[config.mk]
export PLATFORM = sky130hd
export DESIGN_NAME = jsonl_line_indexer
export DESIGN_NICKNAME = d
export VERILOG_FILES = /design/src/hdl/jli_pkg.sv /design/src/hdl/jsonl_line_indexer.sv
export SDC_FILE = /design/constraint.sdc
export NUM_CORES = 1
export LEC_CHECK = 0
export BUFFER_PORTS_ARGS = -buffer_cell sky130_fd_sc_hd__buf_2
export CORE_MARGIN = 2
export CORE_UTILIZATION = 45
export DETAILED_ROUTE_END_ITERATION = 16
export GPL_TIMING_DRIVEN = 0
export HOLD_SLACK_MARGIN = 0.03
export MAX_ROUTING_LAYER = met4
export PLACE_DENSITY = 0.67
export SETUP_SLACK_MARGIN = 0.15
export SLEW_MARGIN = 20
export SYNTH_ARGS = -nofsm -noshare
export SYNTH_HDL_FRONTEND = slang
export SYNTH_SLANG_ARGS = --single-unit
[constraint.sdc]
create_clock -name clk -period 3.54 [get_ports clk]
set_input_delay 0.885 -clock clk [delete_from_list [all_inputs] [get_ports clk]]
set_output_delay 0.885 -clock clk [all_outputs]
set_load 0.02 [all_outputs]
[src/hdl/jli_pkg.sv]
// Package for the line indexer: byte codes, class codes, field widths and
// the per-line classification helpers. No dependencies.
`default_nettype none

package jli_pkg;

    // Field widths
    localparam int unsigned BYTE_W       = 8;
    localparam int unsigned LEN_W        = 33;
    localparam int unsigned OUT_LEN_W    = 32;
    localparam int unsigned OUT_OFFSET_W = 48;
    localparam int unsigned CLASS_W      = 2;
    localparam int unsigned BOM_W        = 2;

    // Default position counter width
    localparam int unsigned OFFSET_BITS_DEFAULT = 48;

    // Byte codes
    localparam logic [BYTE_W-1:0] BOM_BYTE0 = 8'hEF;
    localparam logic [BYTE_W-1:0] BOM_BYTE1 = 8'hBB;
    localparam logic [BYTE_W-1:0] BOM_BYTE2 = 8'hBF;
    localparam logic [BYTE_W-1:0] CH_LBRACE = 8'h7B;
    localparam logic [BYTE_W-1:0] CH_LF     = 8'h0A;
    localparam logic [BYTE_W-1:0] CH_SPACE  = 8'h20;
    localparam logic [BYTE_W-1:0] CH_TAB    = 8'h09;
    localparam logic [BYTE_W-1:0] CH_CR     = 8'h0D;
    localparam logic [BYTE_W-1:0] CH_FF     = 8'h0C;
    localparam logic [BYTE_W-1:0] CH_VT     = 8'h0B;

    // Line classes
    localparam logic [CLASS_W-1:0] CLASS_BLANK      = 2'd0;
    localparam logic [CLASS_W-1:0] CLASS_OBJECT     = 2'd1;
    localparam logic [CLASS_W-1:0] CLASS_NOT_OBJECT = 2'd2;
    localparam logic [CLASS_W-1:0] CLASS_TOO_LONG   = 2'd3;

    // Byte order mark progress
    localparam logic [BOM_W-1:0] BOM_NONE    = 2'd0;
    localparam logic [BOM_W-1:0] BOM_SEEN1   = 2'd1;
    localparam logic [BOM_W-1:0] BOM_SEEN2   = 2'd2;
    localparam logic [BOM_W-1:0] BOM_SKIPPED = 2'd3;

    // Saturated length reported for overlong lines
    localparam logic [OUT_LEN_W-1:0] LEN_SAT = '1;

    // Running classification of the current line
    typedef struct packed {
        logic all_ws;
        logic seen;
        logic brace;
    } class_flags_t;

    function automatic logic ascii_ws(input logic [BYTE_W-1:0] b);
        return (b == CH_SPACE) || (b == CH_TAB) || (b == CH_LF) ||
               (b == CH_CR) || (b == CH_FF) || (b == CH_VT);
    endfunction

    function automatic logic json_ws(input logic [BYTE_W-1:0] b);
        return (b == CH_SPACE) || (b == CH_TAB) || (b == CH_LF) || (b == CH_CR);
    endfunction

    // Fold one byte into the line flags
    function automatic class_flags_t classify(input class_flags_t f,
                                              input logic [BYTE_W-1:0] b);
        class_flags_t r;
        r = f;
        if (!ascii_ws(b))
        begin
            r.all_ws = 1'b0;
        end
        if (!f.seen && !json_ws(b))
        begin
            r.seen  = 1'b1;
            r.brace = (b == CH_LBRACE);
        end
        return r;
    endfunction

endpackage

`default_nettype wire

[src/hdl/jsonl_line_indexer.sv]
// Line indexer top level: splits a byte stream into lines and emits one
// record per line with offset, length and class. Depends on jli_pkg.
//
// Latency: a record appears on m_* in the cycle after its closing byte is
// accepted. Throughput: one byte per cycle, set by the single pass from the
// line state registers to the record register; s_tready drops only while a
// record waits and m_tready is low. Reset (rst_n low, asynchronous) returns
// all counters and flags to their start values and empties the record register.
`default_nettype none

module jsonl_line_indexer #(
    parameter int unsigned OFFSET_BITS = jli_pkg::OFFSET_BITS_DEFAULT
) (
    input  wire logic        clk,
    input  wire logic        rst_n,
    // Input bytes
    input  wire logic        s_tvalid,
    output logic             s_tready,
    input  wire logic [7:0]  s_tdata,   // [7:0] data_byte
    input  wire logic        s_tlast,   // end_of_file
    // Line records
    output logic             m_tvalid,
    input  wire logic        m_tready,
    output logic [79:0]      m_tdata,   // [47:0] line_offset, [79:48] line_length
    output logic [1:0]       m_tuser,   // [1:0] line_class
    output logic             m_tlast    // last_record
);
    import jli_pkg::*;

    // Line state
    logic [OFFSET_BITS-1:0] byte_position_reg, byte_position_next;
    logic [OFFSET_BITS-1:0] line_start_reg, line_start_next;
    logic [LEN_W-1:0]       length_count_reg, length_count_next;
    logic                   on_first_line_reg, on_first_line_next;
    logic [BOM_W-1:0]       bom_progress_reg, bom_progress_next;
    class_flags_t           flags_reg, flags_next;

    // Record register
    logic                    out_valid_reg, out_valid_next;
    logic [OUT_OFFSET_W-1:0] out_offset_reg, out_offset_next;
    logic [OUT_LEN_W-1:0]    out_length_reg, out_length_next;
    logic [CLASS_W-1:0]      out_class_reg, out_class_next;
    logic                    out_last_reg, out_last_next;

    logic         in_accept;
    logic         rec_close;
    logic [LEN_W-1:0] len_inc;
    class_flags_t flags_byte;
    class_flags_t flags_final;

    assign s_tready  = !out_valid_reg || m_tready;
    assign in_accept = s_tvalid && s_tready;
    assign rec_close = in_accept && ((s_tdata == CH_LF) || s_tlast);

    // Per-byte update and record formation
    always_comb
    begin
        byte_position_next = byte_position_reg;
        line_start_next    = line_start_reg;
        length_count_next  = length_count_reg;
        on_first_line_next = on_first_line_reg;
        bom_progress_next  = bom_progress_reg;
        flags_next         = flags_reg;
        flags_byte         = flags_reg;
        flags_final        = flags_reg;

        out_valid_next  = out_valid_reg && !m_tready;
        out_offset_next = out_offset_reg;
        out_length_next = out_length_reg;
        out_class_next  = out_class_reg;
        out_last_next   = out_last_reg;

        // Length saturates once it reaches 2^32
        len_inc = length_count_reg[LEN_W-1] ? length_count_reg
                                            : length_count_reg + LEN_W'(1);

        // Byte order mark tracking, then classification
        if (on_first_line_reg && (length_count_reg == LEN_W'(0)) &&
            (s_tdata == BOM_BYTE0))
        begin
            bom_progress_next = BOM_SEEN1;
        end
        else if (on_first_line_reg && (length_count_reg == LEN_W'(1)) &&
                 (bom_progress_reg == BOM_SEEN1) && (s_tdata == BOM_BYTE1))
        begin
            bom_progress_next = BOM_SEEN2;
        end
        else if (on_first_line_reg && (length_count_reg == LEN_W'(2)) &&
                 (bom_progress_reg == BOM_SEEN2) && (s_tdata == BOM_BYTE2))
        begin
            bom_progress_next = BOM_SKIPPED;
        end
        else
        begin
            // A broken mark leaves EF as the first significant byte
            if ((bom_progress_reg == BOM_SEEN1) || (bom_progress_reg == BOM_SEEN2))
            begin
                flags_byte        = classify(flags_byte, BOM_BYTE0);
                bom_progress_next = BOM_NONE;
            end
            flags_byte = classify(flags_byte, s_tdata);
        end

        // Mark still partial at line end counts as EF
        if ((bom_progress_next == BOM_SEEN1) || (bom_progress_next == BOM_SEEN2))
        begin
            flags_final = classify(flags_byte, BOM_BYTE0);
        end
        else
        begin
            flags_final = flags_byte;
        end

        if (in_accept)
        begin
            byte_position_next = byte_position_reg + OFFSET_BITS'(1);
            length_count_next  = len_inc;
            flags_next         = flags_byte;
        end
        else
        begin
            bom_progress_next = bom_progress_reg;
        end

        if (rec_close)
        begin
            out_valid_next  = 1'b1;
            out_offset_next = OUT_OFFSET_W'(line_start_reg);
            out_length_next = len_inc[LEN_W-1] ? LEN_SAT : len_inc[OUT_LEN_W-1:0];
            out_last_next   = s_tlast;
            priority if (len_inc[LEN_W-1])
            begin
                out_class_next = CLASS_TOO_LONG;
            end
            else if (flags_final.all_ws)
            begin
                out_class_next = CLASS_BLANK;
            end
            else if (flags_final.seen && flags_final.brace)
            begin
                out_class_next = CLASS_OBJECT;
            end
            else
            begin
                out_class_next = CLASS_NOT_OBJECT;
            end

            // Start the next line, or the next file after end of file
            length_count_next = '0;
            bom_progress_next = BOM_NONE;
            flags_next        = '{all_ws: 1'b1, seen: 1'b0, brace: 1'b0};
            if (s_tlast)
            begin
                byte_position_next = '0;
                line_start_next    = '0;
                on_first_line_next = 1'b1;
            end
            else
            begin
                line_start_next    = byte_position_reg + OFFSET_BITS'(1);
                on_first_line_next = 1'b0;
            end
        end
    end

    // Control and line state
    always_ff @(posedge clk or negedge rst_n)
    begin
        if (!rst_n)
        begin
            byte_position_reg <= '0;
            line_start_reg    <= '0;
            length_count_reg  <= '0;
            on_first_line_reg <= 1'b1;
            bom_progress_reg  <= BOM_NONE;
            flags_reg         <= '{all_ws: 1'b1, seen: 1'b0, brace: 1'b0};
            out_valid_reg     <= 1'b0;
        end
        else
        begin
            byte_position_reg <= byte_position_next;
            line_start_reg    <= line_start_next;
            length_count_reg  <= length_count_next;
            on_first_line_reg <= on_first_line_next;
            bom_progress_reg  <= bom_progress_next;
            flags_reg         <= flags_next;
            out_valid_reg     <= out_valid_next;
        end
    end

    // Record payload
    always_ff @(posedge clk)
    begin
        out_offset_reg <= out_offset_next;
        out_length_reg <= out_length_next;
        out_class_reg  <= out_class_next;
        out_last_reg   <= out_last_next;
    end

    assign m_tvalid = out_valid_reg;
    assign m_tdata  = {out_length_reg, out_offset_reg};
    assign m_tuser  = out_class_reg;
    assign m_tlast  = out_last_reg;

    // Checks
    a_too_long_len: assert property (@(posedge clk) disable iff (!rst_n)
        (out_valid_reg && (out_class_reg == CLASS_TOO_LONG)) |->
            (out_length_reg == LEN_SAT))
        else $error("too_long record without saturated length");

    a_eof_restart: assert property (@(posedge clk) disable iff (!rst_n)
        (in_accept && s_tlast) |=>
            ((byte_position_reg == '0) && (line_start_reg == '0) && on_first_line_reg))
        else $error("state not restarted after end of file");

    a_newline_clears: assert property (@(posedge clk) disable iff (!rst_n)
        (in_accept && !s_tlast && (s_tdata == CH_LF)) |=>
            (!on_first_line_reg && (length_count_reg == '0) &&
             (line_start_reg == byte_position_reg)))
        else $error("line state not cleared after newline");

    a_len_bound: assert property (@(posedge clk) disable iff (!rst_n)
        length_count_reg[LEN_W-1] |-> (length_count_reg[LEN_W-2:0] == '0))
        else $error("line length counter beyond saturation");

    a_record_on_end: assert property (@(posedge clk) disable iff (!rst_n)
        rec_close |=> out_valid_reg)
        else $error("line end without record");

endmodule

`default_nettype wire

**Word-level counts from Yosys, hierarchy flattened**

Index checks and enable logic that the tools add are counted.

- Flip-flop bits (word level): 219
- Latch bits: 0
- Memory bits (writable): 0
- Memory bits (read-only): 0
- Bits of input ports: 13
- Logic and storage cells: 90
- Memories kept: 0

- $add $sub $neg: 2
- Multipliers: 0
- Div/mod/pow operators: 0
- Magnitude comparators: 0
- Equality and inequality tests: 16
- Shifts and indexed selects: 0
- Muxes and demuxes: 31
- Bitwise logic cells: 0
- Reduce and logical (&&, ||, !) cells: 28

Operator list:

| operator | count |
|---|---|
| 2-to-1 mux 48 bit | 4 |
| 2-to-1 mux 33 bit | 3 |
| adder 48 x 1 -> 48 bit (second input constant) | 1 |
| == test 8 x 4 -> 1 bit (second input constant) | 5 |
| adder 33 x 1 -> 33 bit (second input constant) | 1 |
| == test 33 x 1 -> 1 bit (second input constant) | 1 |
| == test 33 x 2 -> 1 bit (second input constant) | 1 |
| zero test 33 bit | 1 |
| 2-to-1 mux 3 bit | 10 |
| == test 8 bit (second input constant) | 3 |
| 2-to-1 mux 2 bit | 9 |
| logical AND 1 bit | 13 |
| logical OR 1 bit | 9 |
| == test 8 x 6 -> 1 bit (second input constant) | 1 |
| == test 8 x 7 -> 1 bit (second input constant) | 1 |
| 2-to-1 mux 1 bit | 5 |
| == test 2 x 1 -> 1 bit (second input constant) | 2 |
| == test 2 bit (second input constant) | 2 |
| zero test 1 bit | 4 |
| nonzero test 2 bit | 1 |

**Logic depth before layout (Yosys ltp)**

Gate-level depths: netlist of the first run.

- Word-level depth: 18
- Gate-level depth with buffers: 9
- Gate-level depth less buffers: 8

**Worst setup path after synthesis of the first run**

No wires, ideal clock.

- Path kind: input to register
- Start: input port s_tdata[4]
- End: register out_last_reg (netlist: m_tlast), enable pin
- Setup time: 0.438 ns
- Arrival: 3.615 ns
- Data required time: 3.102 ns
- Setup slack: -0.513 ns
- Cell stages on the path: 4
- Path buffers: 0
- Path through: or3_1 -> nor4_1 -> o21ai_1 -> inv_1

- Word-level cells in the longest chain between the ends: 3

RTL lines:

| element | line | RTL |
|---|---|---|
| start, declared | jsonl_line_indexer.sv:19 | `input wire logic [7:0] s_tdata,` |
| == test 8 x 4 -> 1 bit | jsonl_line_indexer.sv:53 | `assign rec_close = in_accept && ((s_tdata == CH_LF) \|\| s_tlast);` |
| logical OR 1 bit | jsonl_line_indexer.sv:53 |  |
| logical AND 1 bit | jsonl_line_indexer.sv:53 |  |
| via rec_close | jsonl_line_indexer.sv:46 | `logic rec_close;` |
| end signal, assigned | jsonl_line_indexer.sv:197 | `out_last_reg <= out_last_next;` |
| end, declared | jsonl_line_indexer.sv:43 | `logic out_last_reg, out_last_next;` |

The timed path passes the listed nets, and every way through them passes these cells.
A chain may end at the register's enable or synchronous reset.

**Worst setup path after layout of the first run**

- Start: input port s_tdata[4]
- End: register out_offset_reg[18], enable pin

- Word-level cells in the longest chain between the ends: 3

RTL lines:

| element | line | RTL |
|---|---|---|
| == test 8 x 4 -> 1 bit | jsonl_line_indexer.sv:53 |  |
| logical OR 1 bit | jsonl_line_indexer.sv:53 |  |
| logical AND 1 bit | jsonl_line_indexer.sv:53 |  |
| via rec_close | jsonl_line_indexer.sv:46 |  |
| end signal, assigned | jsonl_line_indexer.sv:194 | `out_offset_reg <= out_offset_next;` |
| end, declared | jsonl_line_indexer.sv:40 | `logic [OUT_OFFSET_W-1:0] out_offset_reg, out_offset_next;` |

The timed path passes the listed nets, and every way through them passes these cells.

==> impl_results.html, run 1 <==
<table>
<tr><th>Metric</th><th>Value</th></tr>
<tr><th colspan="2">Synth</th></tr>
<tr><td>Post-Synth Simple-Gate Area</td><td>about 18%</td></tr>
<tr><td>Commonest cells in the netlist</td><td>157 x nand2_1, 135 x o21ai_0, 134 x dfrtp_1, 83 x edfxtp_1</td></tr>
<tr><td>Total number of yosys warnings</td><td>0</td></tr>
<tr><td>Syn avg cell area</td><td>about 10 um^2</td></tr>
<tr><td>Cell type with the largest total area after synthesis</td><td>dfrtp_1</td></tr>
<tr><td>Number of synthesized flops with an enable pin</td><td>83</td></tr>
<tr><td>Leading cell types by total area after synthesis</td><td>dfrtp_1 32%, edfxtp_1 24%, o21ai_0 6.5%, nand2_1 5.6%, xor2_1 3.2%</td></tr>
<tr><td>Post-synth cell types</td><td>60</td></tr>
<tr><td>Compound-cell area share of the yosys netlist</td><td>between 10% and 20%</td></tr>
<tr><td>Post-synthesis register bit count</td><td>~220</td></tr>
<tr><td>Largest family of logic cells by synthesized area</td><td>simple AND/OR/NAND/NOR gates</td></tr>
<tr><td>Most common cell in the synthesized netlist</td><td>nand2_1</td></tr>
<tr><td>Netlist Area Pre-Place</td><td>between 10000 and 15000 um^2</td></tr>
<tr><td>Share of synthesized cell area in full adder, half adder and majority cells</td><td>less than 1%</td></tr>
<tr><td>Net count after synthesis</td><td>between 1k and 1.5k</td></tr>
<tr><td>FFs w/ async S/R, synth</td><td>just over 60%</td></tr>
<tr><td>Ys flop type</td><td>dfrtp_1</td></tr>
<tr><td>Sequential element share of the synthesized area</td><td>56.5%</td></tr>
<tr><td>Count of mapped cells out of synthesis</td><td>1027</td></tr>
<tr><td>Share of cell area taken by muxes after synthesis</td><td>less than 1%</td></tr>
<tr><td>Fraction of post-synthesis cell area in the top cell type by area</td><td>32.1%</td></tr>
<tr><td>Xor and xnor fraction of the mapped netlist area</td><td>roughly 6.1%</td></tr>
<tr><th colspan="2">Floorplanning</th></tr>
<tr><td>Site Rows</td><td>55</td></tr>
<tr><td>Number of primary I/O pins</td><td>98</td></tr>
<tr><td>Effective utilization at floorplan</td><td>46.0%</td></tr>
<tr><td>Die footprint</td><td>24400 um^2</td></tr>
<tr><td>Die width</td><td>roughly 160 um</td></tr>
<tr><td>Placeable core region</td><td>between 20000 and 25000 um^2</td></tr>
<tr><td>Vertical die dimension</td><td>156 um</td></tr>
<tr><th colspan="2">Critical path</th></tr>
<tr><td>Reg-to-reg critical path startpoint</td><td>byte_position_reg[0]$_DFF_PN0_</td></tr>
<tr><td>Worst path arrival time</td><td>about 3000 ps</td></tr>
<tr><td>Category of the critical setup timing path</td><td>primary input to flop</td></tr>
<tr><td>Reg-to-Reg End</td><td>byte_position_reg[46]$_DFF_PN0_</td></tr>
<tr><td>Required time of the critical path</td><td>about 3800 ps</td></tr>
<tr><td>CP startpoint kind</td><td>primary input</td></tr>
<tr><td>Element type at the critical path end</td><td>flop</td></tr>
<tr><td>Crit Path Max Fanout</td><td>37</td></tr>
<tr><td>Setup slack of the most critical reg-to-reg path</td><td>roughly 750 ps</td></tr>
<tr><td>Cells on worst reg2reg path</td><td>9</td></tr>
<tr><th colspan="2">Timing</th></tr>
<tr><td>Transition time at the pin with the least slew margin</td><td>a little under 1000 ps</td></tr>
<tr><td>Max-slew headroom at the worst pin</td><td>between 30% and 40%</td></tr>
<tr><td>Post-route clock skew</td><td>between 10 and 15 ps</td></tr>
<tr><td>FMAX</td><td>around 360 MHz</td></tr>
<tr><td>Final Cycle Share</td><td>79.2%</td></tr>
<tr><td>Max-slew violation count</td><td>0</td></tr>
<tr><td>Setup repair after global routing missed its margin</td><td>no</td></tr>
<tr><td>Hold violation count in the final report</td><td>0</td></tr>
<tr><td>Minimum clock period</td><td>between 2000 and 3000 ps</td></tr>
<tr><td>Final setup vio count</td><td>0</td></tr>
<tr><th colspan="2">Clock network</th></tr>
<tr><td>Total CTS buffers</td><td>24</td></tr>
<tr><td>Post-CTS Setup Bufs</td><td>0</td></tr>
<tr><td>Buffers from clock root to sink, at most</td><td>3</td></tr>
<tr><td>Clock Latency Late Sink</td><td>between 500 and 600 ps</td></tr>
<tr><td>Buffer cell driving the clock tree root</td><td>clkbuf_16</td></tr>
<tr><td>Max H-tree Level</td><td>1</td></tr>
<tr><td>Clock tree from TritonCTS</td><td>done</td></tr>
<tr><td>Number of buffers inserted for hold repair after clock tree synthesis</td><td>0</td></tr>
<tr><td>CTS Sinks</td><td>roughly 220</td></tr>
<tr><td>Post-CTS clock slew at the launch and capture registers of the worst setup and hold paths</td><td>around 60 ps</td></tr>
<tr><td>Resize count post-CTS</td><td>0</td></tr>
<tr><th colspan="2">GRT</th></tr>
<tr><td>Via count of the first global-routing pass</td><td>around 7.7k</td></tr>
<tr><td>Total routing usage reported by global routing</td><td>a little over a fifth</td></tr>
<tr><td>Largest net degree at the start of global routing</td><td>between 90 and 100</td></tr>
<tr><td>Wire length of the first global-routing pass</td><td>41700 um</td></tr>
<tr><td>Number of antenna violations at the first check in global routing</td><td>0</td></tr>
<tr><td>Total overflow reported by the global router</td><td>0</td></tr>
<tr><th colspan="2">Cells and area</th></tr>
<tr><td>Synthesis-to-finish area growth</td><td>17.1%</td></tr>
<tr><td>Count of nets after finishing</td><td>roughly 1.2k</td></tr>
<tr><td>Finished Cell Area</td><td>approximately 12000 um^2</td></tr>
<tr><td>Finished Core Util</td><td>a little over half</td></tr>
<tr><td>Layout cell share with drive strength beyond 1</td><td>between 10% and 20%</td></tr>
<tr><td>Count of inserted antenna diode cells</td><td>0</td></tr>
<tr><td>Non-filler cells in the finished layout</td><td>approximately 1.5k</td></tr>
<tr><th colspan="2">Route</th></tr>
<tr><td>Sum of routed wire length over all layers</td><td>between 20000 and 30000 um</td></tr>
<tr><td>Remaining DRCs</td><td>0</td></tr>
<tr><td>Vias after detailed routing</td><td>between 8k and 9k</td></tr>
<tr><td>Violation count after the first detailed-routing iteration</td><td>roughly 620</td></tr>
<tr><td>Detailed-routing iteration count for the pre-antenna-repair pass</td><td>5</td></tr>
<tr><td>Per-cell via count in the routed design</td><td>between 5 and 6</td></tr>
<tr><td>Antenna viol nets, final</td><td>0</td></tr>
<tr><td>Wire length per cell</td><td>about 18 um</td></tr>
<tr><th colspan="2">Placed design</th></tr>
<tr><td>Count of placed standard cells including taps</td><td>1410</td></tr>
<tr><td>Weighted congestion reported at the end of routability-driven placement</td><td>a little over 0.9</td></tr>
<tr><td>Port-buffer cells</td><td>between 90 and 100</td></tr>
<tr><td>Half-perimeter wire length of the detailed placement result</td><td>between 15000 and 20000 um</td></tr>
<tr><td>Total cell area at the placement stage</td><td>about 11000 um^2</td></tr>
<tr><th colspan="2">Power and ir drop</th></tr>
<tr><td>Leakage power summed over all cells</td><td>5.03 nW</td></tr>
<tr><td>Final Power</td><td>between 5 and 6 mW</td></tr>
<tr><td>Worst VDD drop</td><td>around 0.00035 V</td></tr>
<tr><td>Total power per unit cell area</td><td>just under 500 nW/um^2</td></tr>
<tr><th colspan="2">Flow run</th></tr>
<tr><td>Count of max-cap constraint violations</td><td>0</td></tr>
<tr><th colspan="2">Status</th></tr>
<tr><td>Result of the run</td><td>finished clean</td></tr>
<tr><th colspan="2">Hold path</th></tr>
<tr><td>Kind of path behind the tightest hold check</td><td>primary input to asynchronous set/reset pin</td></tr>
</table>
==> critical path, stage by stage <==
cell and delay, ps:
buf_2 130, or3_1 410, nor4_2 570, o21ai_2 330, clkinvlp_4 400, buf_12 260
==> cells by family (layout without fill, tap and decap cells) <==
family	after synthesis	in the layout
buffers and inverters	89	231
adder cells (fa/ha/maj)	8	8
flip-flops	219	219
XOR/XNOR	73	73
AND/OR/NAND/NOR	368	368
multiplexers	1	1
AO/OA/AOI/OAI	269	269
==> area by class of cell <==
type,instances,area [um^2]
well taps,285,357
fillers,2030,10500
multi-input cells,719,4200
clock buffers,29,661
clock inverters,15,199
repair buffers,98,553
inverters,24,93.8
flip-flops and latches,219,5900
plain buffers,65,265
==> how the worst max path moves through the flow <==
stage	slack (ps)	startpoint	end
floorplan	180	s_tdata[5]	flags_reg[0]$_DFFE_PN0P_
global placement	-980	s_tdata[4]	out_offset_reg[17]$_DFFE_PP_
detailed placement	-230	s_tdata[4]	out_offset_reg[19]$_DFFE_PP_
CTS	300	s_tdata[4]	out_offset_reg[29]$_DFFE_PP_
global route	420	length_count_reg[25]$_DFFE_PN0P_	m_tuser[1]$_SDFFCE_PN1P_
finish	740	s_tdata[4]	out_offset_reg[18]$_DFFE_PP_
==> routing by layer <==
| layer | global-route usage [%] | up-vias | share of wire, % |
|---|---|---|---|
| li1 | - | 3942 | - |
| met1 | 32.2 | 4015 | 48 |
| met2 | 32.0 | 290 | 44 |
| met3 | 3.41 | 43 | 6.4 |
| met4 | 5.90 | 0 | 2.0 |
| met5 | - | - | 0 |
==> through the flow <==
stage / setup TNS (ps) / hold slack, ps / worst slack (ps)
after floorplan: 0 / 425 / 175
after global placement: -146790 / 434 / -982
after detailed placement: -15850 / 439 / -226
after CTS: 0 / 253 / 297
after global routing: 0 / 264 / 422
final: 0 / 251 / 736
==> where the power goes <==
group	switching [mW]	leakage [nW]	internal, mW
combinational	0.342	1.93	0.143
clock	1.06	0.415	1.63
sequential	0.0650	2.68	2.74
==> cells in the final DEF, fill, tap and decap left out, drive strengths merged, types with 6 or more instances in the layout <==
cell and count:
nand2 157, o21ai 138, dfrtp 134, buf 110
edfxtp 83, clkbuf 82, nor2 51, nand3 46
o31ai 42, xor2 38, a21oi 36, xnor2 35
inv 24, nor3 20, nand4 17, a31oi 15
and3 13, nor4 12, or3 11, a22o 9
a22oi 8, ha 8, clkinv 8, o22ai 7
nand2b 6
Note: power is estimated with default switching activity, not from simulation.
==> inputs of run 2 (changes only) <==
--- a/config.mk
+++ b/config.mk
@@ -12,7 +12,7 @@
 export GPL_TIMING_DRIVEN = 0
 export HOLD_SLACK_MARGIN = 0.03
 export MAX_ROUTING_LAYER = met4
-export PLACE_DENSITY = 0.67
+export PLACE_DENSITY = 0.7
 export SETUP_SLACK_MARGIN = 0.15
 export SLEW_MARGIN = 20
 export SYNTH_ARGS = -nofsm -noshare
==> constraint.sdc (replaced) <==
create_clock -name clk -period 2.5 [get_ports clk]
set_input_delay 0.625 -clock clk [delete_from_list [all_inputs] [get_ports clk]]
set_output_delay 0.625 -clock clk [all_outputs]
set_load 0.02 [all_outputs]
==> run 2 against run 1 <==
Net effect:
- worst setup slack got worse by 600 ps
- clock skew increased by 1.2 ps
- critical path depth is 2 higher
- first-iteration DRC count shrank 6.2%
- non-clock buffer count is 28 higher
- final cell count up 2.0%
- highest routed layer unchanged
- global-route usage is 0.15 points lower
- routed wire length is 2.0% higher
- core utilization is 2.1 points higher
- sequential power grew 41%
- design area rose by 3.8%
- flip-flop and latch count did not move
==> impl_results.html, run 2 (synthesis results as in run 1) <==
<table>
<tr><th>Metric</th><th>Value</th></tr>
<tr><th colspan="2">Status</th></tr>
<tr><td>Result of the run</td><td>finished clean</td></tr>
<tr><th colspan="2">Critical path</th></tr>
<tr><td>Delay contributed by the slowest stage of the critical path</td><td>600 ps (+30 ps)</td></tr>
<tr><td>Setup slack of the most critical reg-to-reg path</td><td>140 ps (-610 ps)</td></tr>
<tr><td>Reg-to-reg critical path startpoint</td><td>length_count_reg[6]$_DFFE_PN0P_</td></tr>
<tr><td>Cells along the critical path</td><td>buf_6, nand4_4, or4_4, nor3_4, buf_4, a41oi_4, buf_4, o31ai_2</td></tr>
<tr><td>Element type at the critical path end</td><td>flop</td></tr>
<tr><td>Crit Path Max Fanout</td><td>10 (-73%)</td></tr>
<tr><td>CP startpoint kind</td><td>flop</td></tr>
<tr><td>Category of the critical setup timing path</td><td>flop to flop</td></tr>
<tr><td>Required time of the critical path</td><td>2830 ps (-920 ps)</td></tr>
<tr><td>Worst path arrival time</td><td>2690 ps (-320 ps)</td></tr>
<tr><td>Top Family by Delay on Critical Path</td><td>simple AND/OR/NAND/NOR gates</td></tr>
<tr><td>Slowest CP cell</td><td>or4_4</td></tr>
<tr><td>Critical path buffers and inverters</td><td>3 (unchanged)</td></tr>
<tr><td>Cells on worst reg2reg path</td><td>8 (-1)</td></tr>
<tr><td>Reg-to-Reg End</td><td>m_tuser[0]$_SDFFCE_PN1P_</td></tr>
<tr><td>CP most frequent cell</td><td>buf_4</td></tr>
<tr><th colspan="2">Floorplanning</th></tr>
<tr><td>Die footprint</td><td>24400 um^2 (unchanged)</td></tr>
<tr><td>Die width</td><td>156 um (unchanged)</td></tr>
<tr><td>Effective utilization at floorplan</td><td>46.0% (unchanged)</td></tr>
<tr><td>Site Rows</td><td>55 (unchanged)</td></tr>
<tr><td>Placeable core region</td><td>22700 um^2 (unchanged)</td></tr>
<tr><td>Vertical die dimension</td><td>156 um (unchanged)</td></tr>
<tr><td>Number of primary I/O pins</td><td>98 (unchanged)</td></tr>
<tr><th colspan="2">Power and ir drop</th></tr>
<tr><td>Leakage power summed over all cells</td><td>5.28 nW (+5.1%)</td></tr>
<tr><td>Total power per unit cell area</td><td>656 nW/um^2 (+34%)</td></tr>
<tr><td>Final Power</td><td>8.33 mW (+39%)</td></tr>
<tr><td>Worst VDD drop</td><td>0.000435 V (+24%)</td></tr>
<tr><th colspan="2">Flow run</th></tr>
<tr><td>Count of max-cap constraint violations</td><td>0 (unchanged)</td></tr>
<tr><th colspan="2">Route</th></tr>
<tr><td>Top layer in use</td><td>met4</td></tr>
<tr><td>Antenna viol nets, final</td><td>0 (unchanged)</td></tr>
<tr><td>Remaining DRCs</td><td>0 (unchanged)</td></tr>
<tr><td>Detailed-routing iteration count for the pre-antenna-repair pass</td><td>6 (+1)</td></tr>
<tr><td>Per-cell via count in the routed design</td><td>5.72 (+0.37%)</td></tr>
<tr><td>Sum of routed wire length over all layers</td><td>26300 um (+2.0%)</td></tr>
<tr><td>Routed length on met1</td><td>12000 um (-2.6%)</td></tr>
<tr><td>Violation count after the first detailed-routing iteration</td><td>578 (-6.2%)</td></tr>
<tr><td>Wire length per cell</td><td>17.8 um (about the same)</td></tr>
<tr><td>Metal3 WL</td><td>1780 um (+7.2%)</td></tr>
<tr><td>Met2 layer wire length in the routed design</td><td>11700 um (+3.1%)</td></tr>
<tr><td>Vias after detailed routing</td><td>8487 (+2.4%)</td></tr>
<tr><th colspan="2">GRT</th></tr>
<tr><td>Number of antenna violations at the first check in global routing</td><td>1 (+1)</td></tr>
<tr><td>Wire length of the first global-routing pass</td><td>41600 um (-0.12%)</td></tr>
<tr><td>Via count of the first global-routing pass</td><td>8040 (+3.8%)</td></tr>
<tr><td>Total routing usage reported by global routing</td><td>21.8% (-0.15 points)</td></tr>
<tr><td>Total overflow reported by the global router</td><td>0 (unchanged)</td></tr>
<tr><td>Largest net degree at the start of global routing</td><td>81 (-16%)</td></tr>
<tr><th colspan="2">Clock network</th></tr>
<tr><td>Buffer cell driving the clock tree root</td><td>clkbuf_16</td></tr>
<tr><td>Buffers from clock root to sink, at most</td><td>3 (unchanged)</td></tr>
<tr><td>Number of buffers inserted for hold repair after clock tree synthesis</td><td>0 (unchanged)</td></tr>
<tr><td>Total CTS buffers</td><td>24 (unchanged)</td></tr>
<tr><td>Clock Latency Late Sink</td><td>530 ps (about the same)</td></tr>
<tr><td>Max H-tree Level</td><td>1 (unchanged)</td></tr>
<tr><td>Clock tree from TritonCTS</td><td>done</td></tr>
<tr><td>Post-CTS clock slew at the launch and capture registers of the worst setup and hold paths</td><td>60 ps (about the same)</td></tr>
<tr><td>CTS Sinks</td><td>219 (unchanged)</td></tr>
<tr><th colspan="2">Timing</th></tr>
<tr><td>Hold violation count in the final report</td><td>0 (unchanged)</td></tr>
<tr><td>Setup repair after global routing missed its margin</td><td>yes</td></tr>
<tr><td>Max-slew violation count</td><td>0 (unchanged)</td></tr>
<tr><td>Post-route clock skew</td><td>12.0 ps (+1.17 ps)</td></tr>
<tr><td>FMAX</td><td>~420 MHz</td></tr>
<tr><td>Final hold slack</td><td>13.3 ps (-238 ps)</td></tr>
<tr><td>Max-slew headroom at the worst pin</td><td>54.5% (+20 points)</td></tr>
<tr><td>Minimum clock period</td><td>roughly 2400 ps</td></tr>
<tr><td>Final setup vio count</td><td>0 (unchanged)</td></tr>
<tr><td>Final Cycle Share</td><td>94.4%</td></tr>
<tr><td>Final TNS setup</td><td>0 ps (unchanged)</td></tr>
<tr><td>Transition time at the pin with the least slew margin</td><td>682 ps (-294 ps)</td></tr>
<tr><th colspan="2">Placed design</th></tr>
<tr><td>Port-buffer cells</td><td>95 (unchanged)</td></tr>
<tr><td>Half-perimeter wire length of the detailed placement result</td><td>17600 um (-0.88%)</td></tr>
<tr><td>Count of placed standard cells including taps</td><td>1410 (unchanged)</td></tr>
<tr><td>Weighted congestion reported at the end of routability-driven placement</td><td>0.868 (-5.2%)</td></tr>
<tr><th colspan="2">Cells and area</th></tr>
<tr><td>Finished Core Util</td><td>55.9% (+2.1 points)</td></tr>
<tr><td>Count of nets after finishing</td><td>1200 (+2.4%)</td></tr>
<tr><td>Non-filler cells in the finished layout</td><td>1483 (+2.0%)</td></tr>
<tr><td>Leading cell type in the layout, fill and taps excluded</td><td>nand2_1</td></tr>
<tr><td>Synthesis-to-finish area growth</td><td>21.6%</td></tr>
<tr><td>Highest-count cells in the layout ignoring fill and taps</td><td>155 x nand2_1, 130 x dfrtp_1, 127 x o21ai_0</td></tr>
<tr><td>Layout cell share with drive strength beyond 1</td><td>20.7% (+5.6 points)</td></tr>
<tr><th colspan="2">Hold path</th></tr>
<tr><td>Kind of path behind the tightest hold check</td><td>primary input to asynchronous set/reset pin</td></tr>
</table>
-- run 2: cell types whose count changed in the layout (fill, tap and decap cells not counted), sizes merged --
cell / before / now
buf: 110 / 141
clkbuf: 82 / 84
diode: 0 / 1
clkinv: 8 / 5
clkinvlp: 3 / 2
bufinv: 4 / 3
-- run 2: area by class of cell --
type                       count  area (um^2)
fill                        1950        10000
sequential                   219         5900
multi-input combinational    719         4410
timing repair buffer         126          779
clock buffer                  34          668
tap                          285          357
buffer                        65          338
clock inverter                10          141
inverter                      24         93.8
antenna                        1         2.50
-- run 2: worst max path at each step --
stage | start | end | slack, ps | cells after the start
final | length_count_reg[6]$_DFFE_PN0P_ | m_tuser[0]$_SDFFCE_PN1P_ | 140 | 8
after global placement | s_tdata[2] | flags_reg[0]$_DFFE_PN0P_ | -1380 | 5
after CTS | length_count_reg[32]$_DFFE_PN0P_ | out_length_reg[27]$_SDFFCE_PN1P_ | 80 | 7
after floorplan | s_tdata[5] | flags_reg[0]$_DFFE_PN0P_ | -480 | 6
after detailed placement | m_tready | line_start_reg[40]$_DFFE_PN0P_ | -370 | 9
after global routing | length_count_reg[10]$_DFFE_PN0P_ | out_length_reg[24]$_SDFFCE_PN1P_ | 70 | 7
-- run 2: worst reg2reg max path, delay by kind of cell, from the launching register on --
kind	cells	cell delay, ps
and+or+nand+nor	3	970
AOI/OAI and AO/OA	2	310
buffers and inverters	3	560
DFF	1	340
-- run 2: routing by layer --
layer,up-vias,track usage [%]
met5,-,-
met4,0,7.43
met3,68,3.52
met2,323,32.3
met1,4092,30.7
li1,4004,-
-- run 2: timing repair --
action,in CTS,in global routing
endpoints found under the setup margin,67,107
pin swaps,3,10
gates resized for setup,12,95
buffers inserted,8,20
hold endpoints to repair,0,0
-- run 2: power breakdown --
part | switching (mW) | leakage [nW] | total [mW] | internal (mW)
Sequential | 0.0846 | 2.67 | 3.96 | 3.88
Clock | 1.44 | 0.390 | 3.62 | 2.18
Combinational | 0.510 | 2.22 | 0.747 | 0.237
Total | 2.04 | 5.28 | 8.33 | 6.29
-- run 2: per-stage QoR --
| step | setup WS (ps) | cell area [um^2] |
|---|---|---|
| after detailed placement | -375 | 11400 |
| after global placement | -1380 | 11300 |
| after floorplan | -483 | 10500 |
| final | 139 | 12700 |
| after global routing | 69.4 | 12700 |
| after CTS | 76.2 | 12300 |
==> inputs of run 3 (changes only) <==
--- a/config.mk
+++ b/config.mk
@@ -7,12 +7,13 @@
 export LEC_CHECK = 0
 export BUFFER_PORTS_ARGS = -buffer_cell sky130_fd_sc_hd__buf_2
 export CORE_MARGIN = 2
-export CORE_UTILIZATION = 45
+export CORE_UTILIZATION = 32
+export CTS_CLUSTER_DIAMETER = 200
 export DETAILED_ROUTE_END_ITERATION = 16
 export GPL_TIMING_DRIVEN = 0
 export HOLD_SLACK_MARGIN = 0.03
 export MAX_ROUTING_LAYER = met4
-export PLACE_DENSITY = 0.7
+export PLACE_DENSITY = 0.52
 export SETUP_SLACK_MARGIN = 0.15
 export SLEW_MARGIN = 20
 export SYNTH_ARGS = -nofsm -noshare
==> constraint.sdc (replaced) <==
create_clock -name clk -period 2.3 [get_ports clk]
set_input_delay 0.575 -clock clk [delete_from_list [all_inputs] [get_ports clk]]
set_output_delay 0.575 -clock clk [all_outputs]
set_load 0.02 [all_outputs]
==> run 3 against run 2 <==
Net effect:
- clock skew decreased by 2.0 ps
- global-route usage decreased by 4.1 points
- flip-flop and latch count unchanged
- sequential power increased by 8.8%
- routed wire length increased by 13%
- core utilization decreased by 14 points
- final cell count increased by 13%
- first-iteration DRC count decreased by 1.4%
- critical path depth unchanged
- clock power about the same
- critical endpoint is now out_length_reg[22]$_SDFFCE_PN1P_
- largest power group unchanged
==> impl_results.html, run 3 (synthesis results as in run 1) <==
<table>
<tr><th>Metric</th><th>Value</th></tr>
<tr><th colspan="2">Status</th></tr>
<tr><td>Result of the run</td><td>finished clean</td></tr>
<tr><th colspan="2">Floorplanning</th></tr>
<tr><td>Vertical die dimension</td><td>185 um (+18%)</td></tr>
<tr><td>Die footprint</td><td>34100 um^2 (+40%)</td></tr>
<tr><td>Die width</td><td>185 um (+18%)</td></tr>
<tr><td>Site Rows</td><td>66 (+20%)</td></tr>
<tr><td>Placeable core region</td><td>32400 um^2 (+43%)</td></tr>
<tr><td>Number of primary I/O pins</td><td>98 (unchanged)</td></tr>
<tr><td>Effective utilization at floorplan</td><td>32.3% (-14 points)</td></tr>
<tr><th colspan="2">Critical path</th></tr>
<tr><td>Reg-to-Reg End</td><td>out_length_reg[22]$_SDFFCE_PN1P_</td></tr>
<tr><td>CP startpoint kind</td><td>flop</td></tr>
<tr><td>Element type at the critical path end</td><td>flop</td></tr>
<tr><td>Required time of the critical path</td><td>2580 ps (-250 ps)</td></tr>
<tr><td>Crit Path Max Fanout</td><td>4 (-6)</td></tr>
<tr><td>Category of the critical setup timing path</td><td>flop to flop</td></tr>
<tr><td>Cells on worst reg2reg path</td><td>8 (unchanged)</td></tr>
<tr><td>Setup slack of the most critical reg-to-reg path</td><td>60 ps (-80 ps)</td></tr>
<tr><td>Reg-to-reg critical path startpoint</td><td>length_count_reg[14]$_DFFE_PN0P_</td></tr>
<tr><td>Worst path arrival time</td><td>2520 ps (-170 ps)</td></tr>
<tr><th colspan="2">Timing</th></tr>
<tr><td>Final setup vio count</td><td>0 (unchanged)</td></tr>
<tr><td>Transition time at the pin with the least slew margin</td><td>797 ps (+114 ps)</td></tr>
<tr><td>Max-slew headroom at the worst pin</td><td>46.9% (-7.6 points)</td></tr>
<tr><td>Minimum clock period</td><td>2240 ps (-122 ps)</td></tr>
<tr><td>Final TNS setup</td><td>0 ps (unchanged)</td></tr>
<tr><td>Post-route clock skew</td><td>9.96 ps (-2.05 ps)</td></tr>
<tr><td>FMAX</td><td>447 MHz (+5.4%)</td></tr>
<tr><td>Max-slew violation count</td><td>0 (unchanged)</td></tr>
<tr><td>Final Cycle Share</td><td>97.4% (+2.9 points)</td></tr>
<tr><td>Hold violation count in the final report</td><td>0 (unchanged)</td></tr>
<tr><td>Setup repair after global routing missed its margin</td><td>yes</td></tr>
<tr><th colspan="2">GRT</th></tr>
<tr><td>Fraction of met1 tracks used by global routing</td><td>23.9% (-6.8 points)</td></tr>
<tr><td>Total overflow reported by the global router</td><td>0 (unchanged)</td></tr>
<tr><td>Largest net degree at the start of global routing</td><td>81 (unchanged)</td></tr>
<tr><td>Wire length of the first global-routing pass</td><td>46200 um (+11%)</td></tr>
<tr><td>Total routing usage reported by global routing</td><td>17.8% (-4.1 points)</td></tr>
<tr><td>Met2 usage</td><td>28.2% (-4.2 points)</td></tr>
<tr><td>Via count of the first global-routing pass</td><td>8163 (+1.5%)</td></tr>
<tr><td>Number of antenna violations at the first check in global routing</td><td>1 (unchanged)</td></tr>
<tr><td>Most Used Layer, Global Route</td><td>met2</td></tr>
<tr><td>Global-route track usage on met3</td><td>2.13% (-1.4 points)</td></tr>
<tr><th colspan="2">Cells and area</th></tr>
<tr><td>Fill count</td><td>3204 (+64%)</td></tr>
<tr><td>Leading cell type in the layout, fill and taps excluded</td><td>nand2_1</td></tr>
<tr><td>Count of nets after finishing</td><td>1236 (+3.0%)</td></tr>
<tr><td>Finished Core Util</td><td>42.2% (-14 points)</td></tr>
<tr><td>Non-filler cells in the finished layout</td><td>1677 (+13%)</td></tr>
<tr><td>Synthesis-to-finish area growth</td><td>30.9%</td></tr>
<tr><td>Layout cell share with drive strength beyond 1</td><td>29.4% (+8.7 points)</td></tr>
<tr><td>Highest-count cells in the layout ignoring fill and taps</td><td>130 x nand2_1, 122 x dfrtp_1, 113 x o21ai_0</td></tr>
<tr><th colspan="2">Placed design</th></tr>
<tr><td>Port-buffer cells</td><td>95 (unchanged)</td></tr>
<tr><td>Count of placed standard cells including taps</td><td>1568 (+11%)</td></tr>
<tr><td>Half-perimeter wire length of the detailed placement result</td><td>19400 um (+10%)</td></tr>
<tr><td>Weighted congestion reported at the end of routability-driven placement</td><td>0.847 (-2.3%)</td></tr>
<tr><th colspan="2">Power and ir drop</th></tr>
<tr><td>Total power per unit cell area</td><td>646 nW/um^2 (-1.6%)</td></tr>
<tr><td>Worst VDD drop</td><td>0.000547 V (+26%)</td></tr>
<tr><td>Leakage power summed over all cells</td><td>5.66 nW (+7.0%)</td></tr>
<tr><th colspan="2">Route</th></tr>
<tr><td>Wire length per cell</td><td>17.8 um (+0.27%)</td></tr>
<tr><td>Vias after detailed routing</td><td>8528 (+0.48%)</td></tr>
<tr><td>Remaining DRCs</td><td>0 (unchanged)</td></tr>
<tr><td>Violation count after the first detailed-routing iteration</td><td>570 (-1.4%)</td></tr>
<tr><td>Antenna viol nets, final</td><td>0 (unchanged)</td></tr>
<tr><td>Detailed-routing iteration count for the pre-antenna-repair pass</td><td>5 (-1)</td></tr>
<tr><td>Per-cell via count in the routed design</td><td>5.09 (-11%)</td></tr>
<tr><td>Sum of routed wire length over all layers</td><td>29900 um (+13%)</td></tr>
<tr><th colspan="2">Clock network</th></tr>
<tr><td>CTS Sinks</td><td>219 (unchanged)</td></tr>
<tr><td>Post-CTS clock slew at the launch and capture registers of the worst setup and hold paths</td><td>60 ps (about the same)</td></tr>
<tr><td>Buffer cell driving the clock tree root</td><td>clkbuf_16</td></tr>
<tr><td>Buffers from clock root to sink, at most</td><td>3 (unchanged)</td></tr>
<tr><td>Max H-tree Level</td><td>1 (unchanged)</td></tr>
<tr><td>Clock tree from TritonCTS</td><td>done</td></tr>
<tr><td>Total CTS buffers</td><td>25 (+4.2%)</td></tr>
<tr><td>Clock Latency Late Sink</td><td>540 ps (about the same)</td></tr>
<tr><th colspan="2">Hold path</th></tr>
<tr><td>Hold-critical path depth</td><td>1</td></tr>
<tr><td>Worst hold start</td><td>s_tlast</td></tr>
<tr><td>Worst hold path endpoint</td><td>m_tlast$_DFFE_PP_</td></tr>
<tr><td>Kind of path behind the tightest hold check</td><td>primary input to flop</td></tr>
<tr><th colspan="2">Flow run</th></tr>
<tr><td>Count of max-cap constraint violations</td><td>0 (unchanged)</td></tr>
</table>
[run 3: cell count changes in the layout (fill, tap and decap cells not counted), sizes merged]
cell / before / now
clkinvlp: 2 / 1
buf: 141 / 175
dlygate4sd3: 0 / 1
bufinv: 3 / 0
clkinv: 5 / 11
[run 3: metal layers]
metal	part of all wire (%)	routed length (um)	up-vias
met5	0	0	-
met4	2.9	869	0
met3	4.3	1290	59
met2	48	14300	202
met1	45	13400	4181
li1	-	-	4086
[run 3: per-stage QoR]
| stage | hold WS, ps | setup WS (ps) | instance area [um^2] | power (mW) |
|---|---|---|---|---|
| floorplan | 279 | -633 | 10500 | 4.82 |
| global placement | 437 | -1810 | 11500 | 5.15 |
| detailed placement | 431 | -773 | 11600 | 5.18 |
| CTS | 280 | 88.9 | 12900 | 8.87 |
| global route | 283 | -41.0 | 13700 | 9.17 |
| finish | 287 | 60.4 | 13700 | 8.83 |
[run 3: critical path, cell delays in order (launching register included)]
cell     delay (ps)
dfrtp_1         340
buf_6           100
nand4_1         130
or4_4           610
buf_6           150
nor2_4          140
nand4_1         180
xnor2_1         250
nand2_1          80
[run 3: worst max-delay path by stage]
stage / startpoint / cells past startpoint / end / slack [ps]
after global placement: s_tdata[2] / 5 / flags_reg[0]$_DFFE_PN0P_ / -1810
after floorplan: s_tdata[5] / 6 / flags_reg[0]$_DFFE_PN0P_ / -630
after global routing: length_count_reg[9]$_DFFE_PN0P_ / 8 / out_length_reg[22]$_SDFFCE_PN1P_ / -40
final: length_count_reg[14]$_DFFE_PN0P_ / 8 / out_length_reg[22]$_SDFFCE_PN1P_ / 60
after detailed placement: s_tdata[4] / 7 / out_offset_reg[11]$_DFFE_PP_ / -770
after CTS: length_count_reg[14]$_DFFE_PN0P_ / 8 / m_tuser[1]$_SDFFCE_PN1P_ / 90
[run 3: power breakdown]
part           switching [mW]  internal [mW]
Combinational           0.594          0.305
Clock                    1.62           2.00
Sequential             0.0942           4.22
[run 3: what timing repair did]
item                                   CTS  global route
pin swaps                               11            44
resized for setup                       78           179
cloned                                   2             3
endpoints found under the hold margin   55             0
buffers inserted                        31            25
setup endpoints to repair              211           179
hold buffers                             1             0
[run 3: final cells by class]
class / count / area, um^2 / share of cell area, %
repair buffers: 161 / 1190 / 8.74
diodes: 1 / 2.50 / 0.0183
inverters: 24 / 93.8 / 0.687
clock buffers: 34 / 659 / 4.83
multi-input cells: 719 / 4760 / 34.9
plain buffers: 65 / 427 / 3.12
clock inverters: 12 / 58.8 / 0.430
flip-flops and latches: 219 / 5910 / 43.3
well taps: 442 / 553 / 4.05
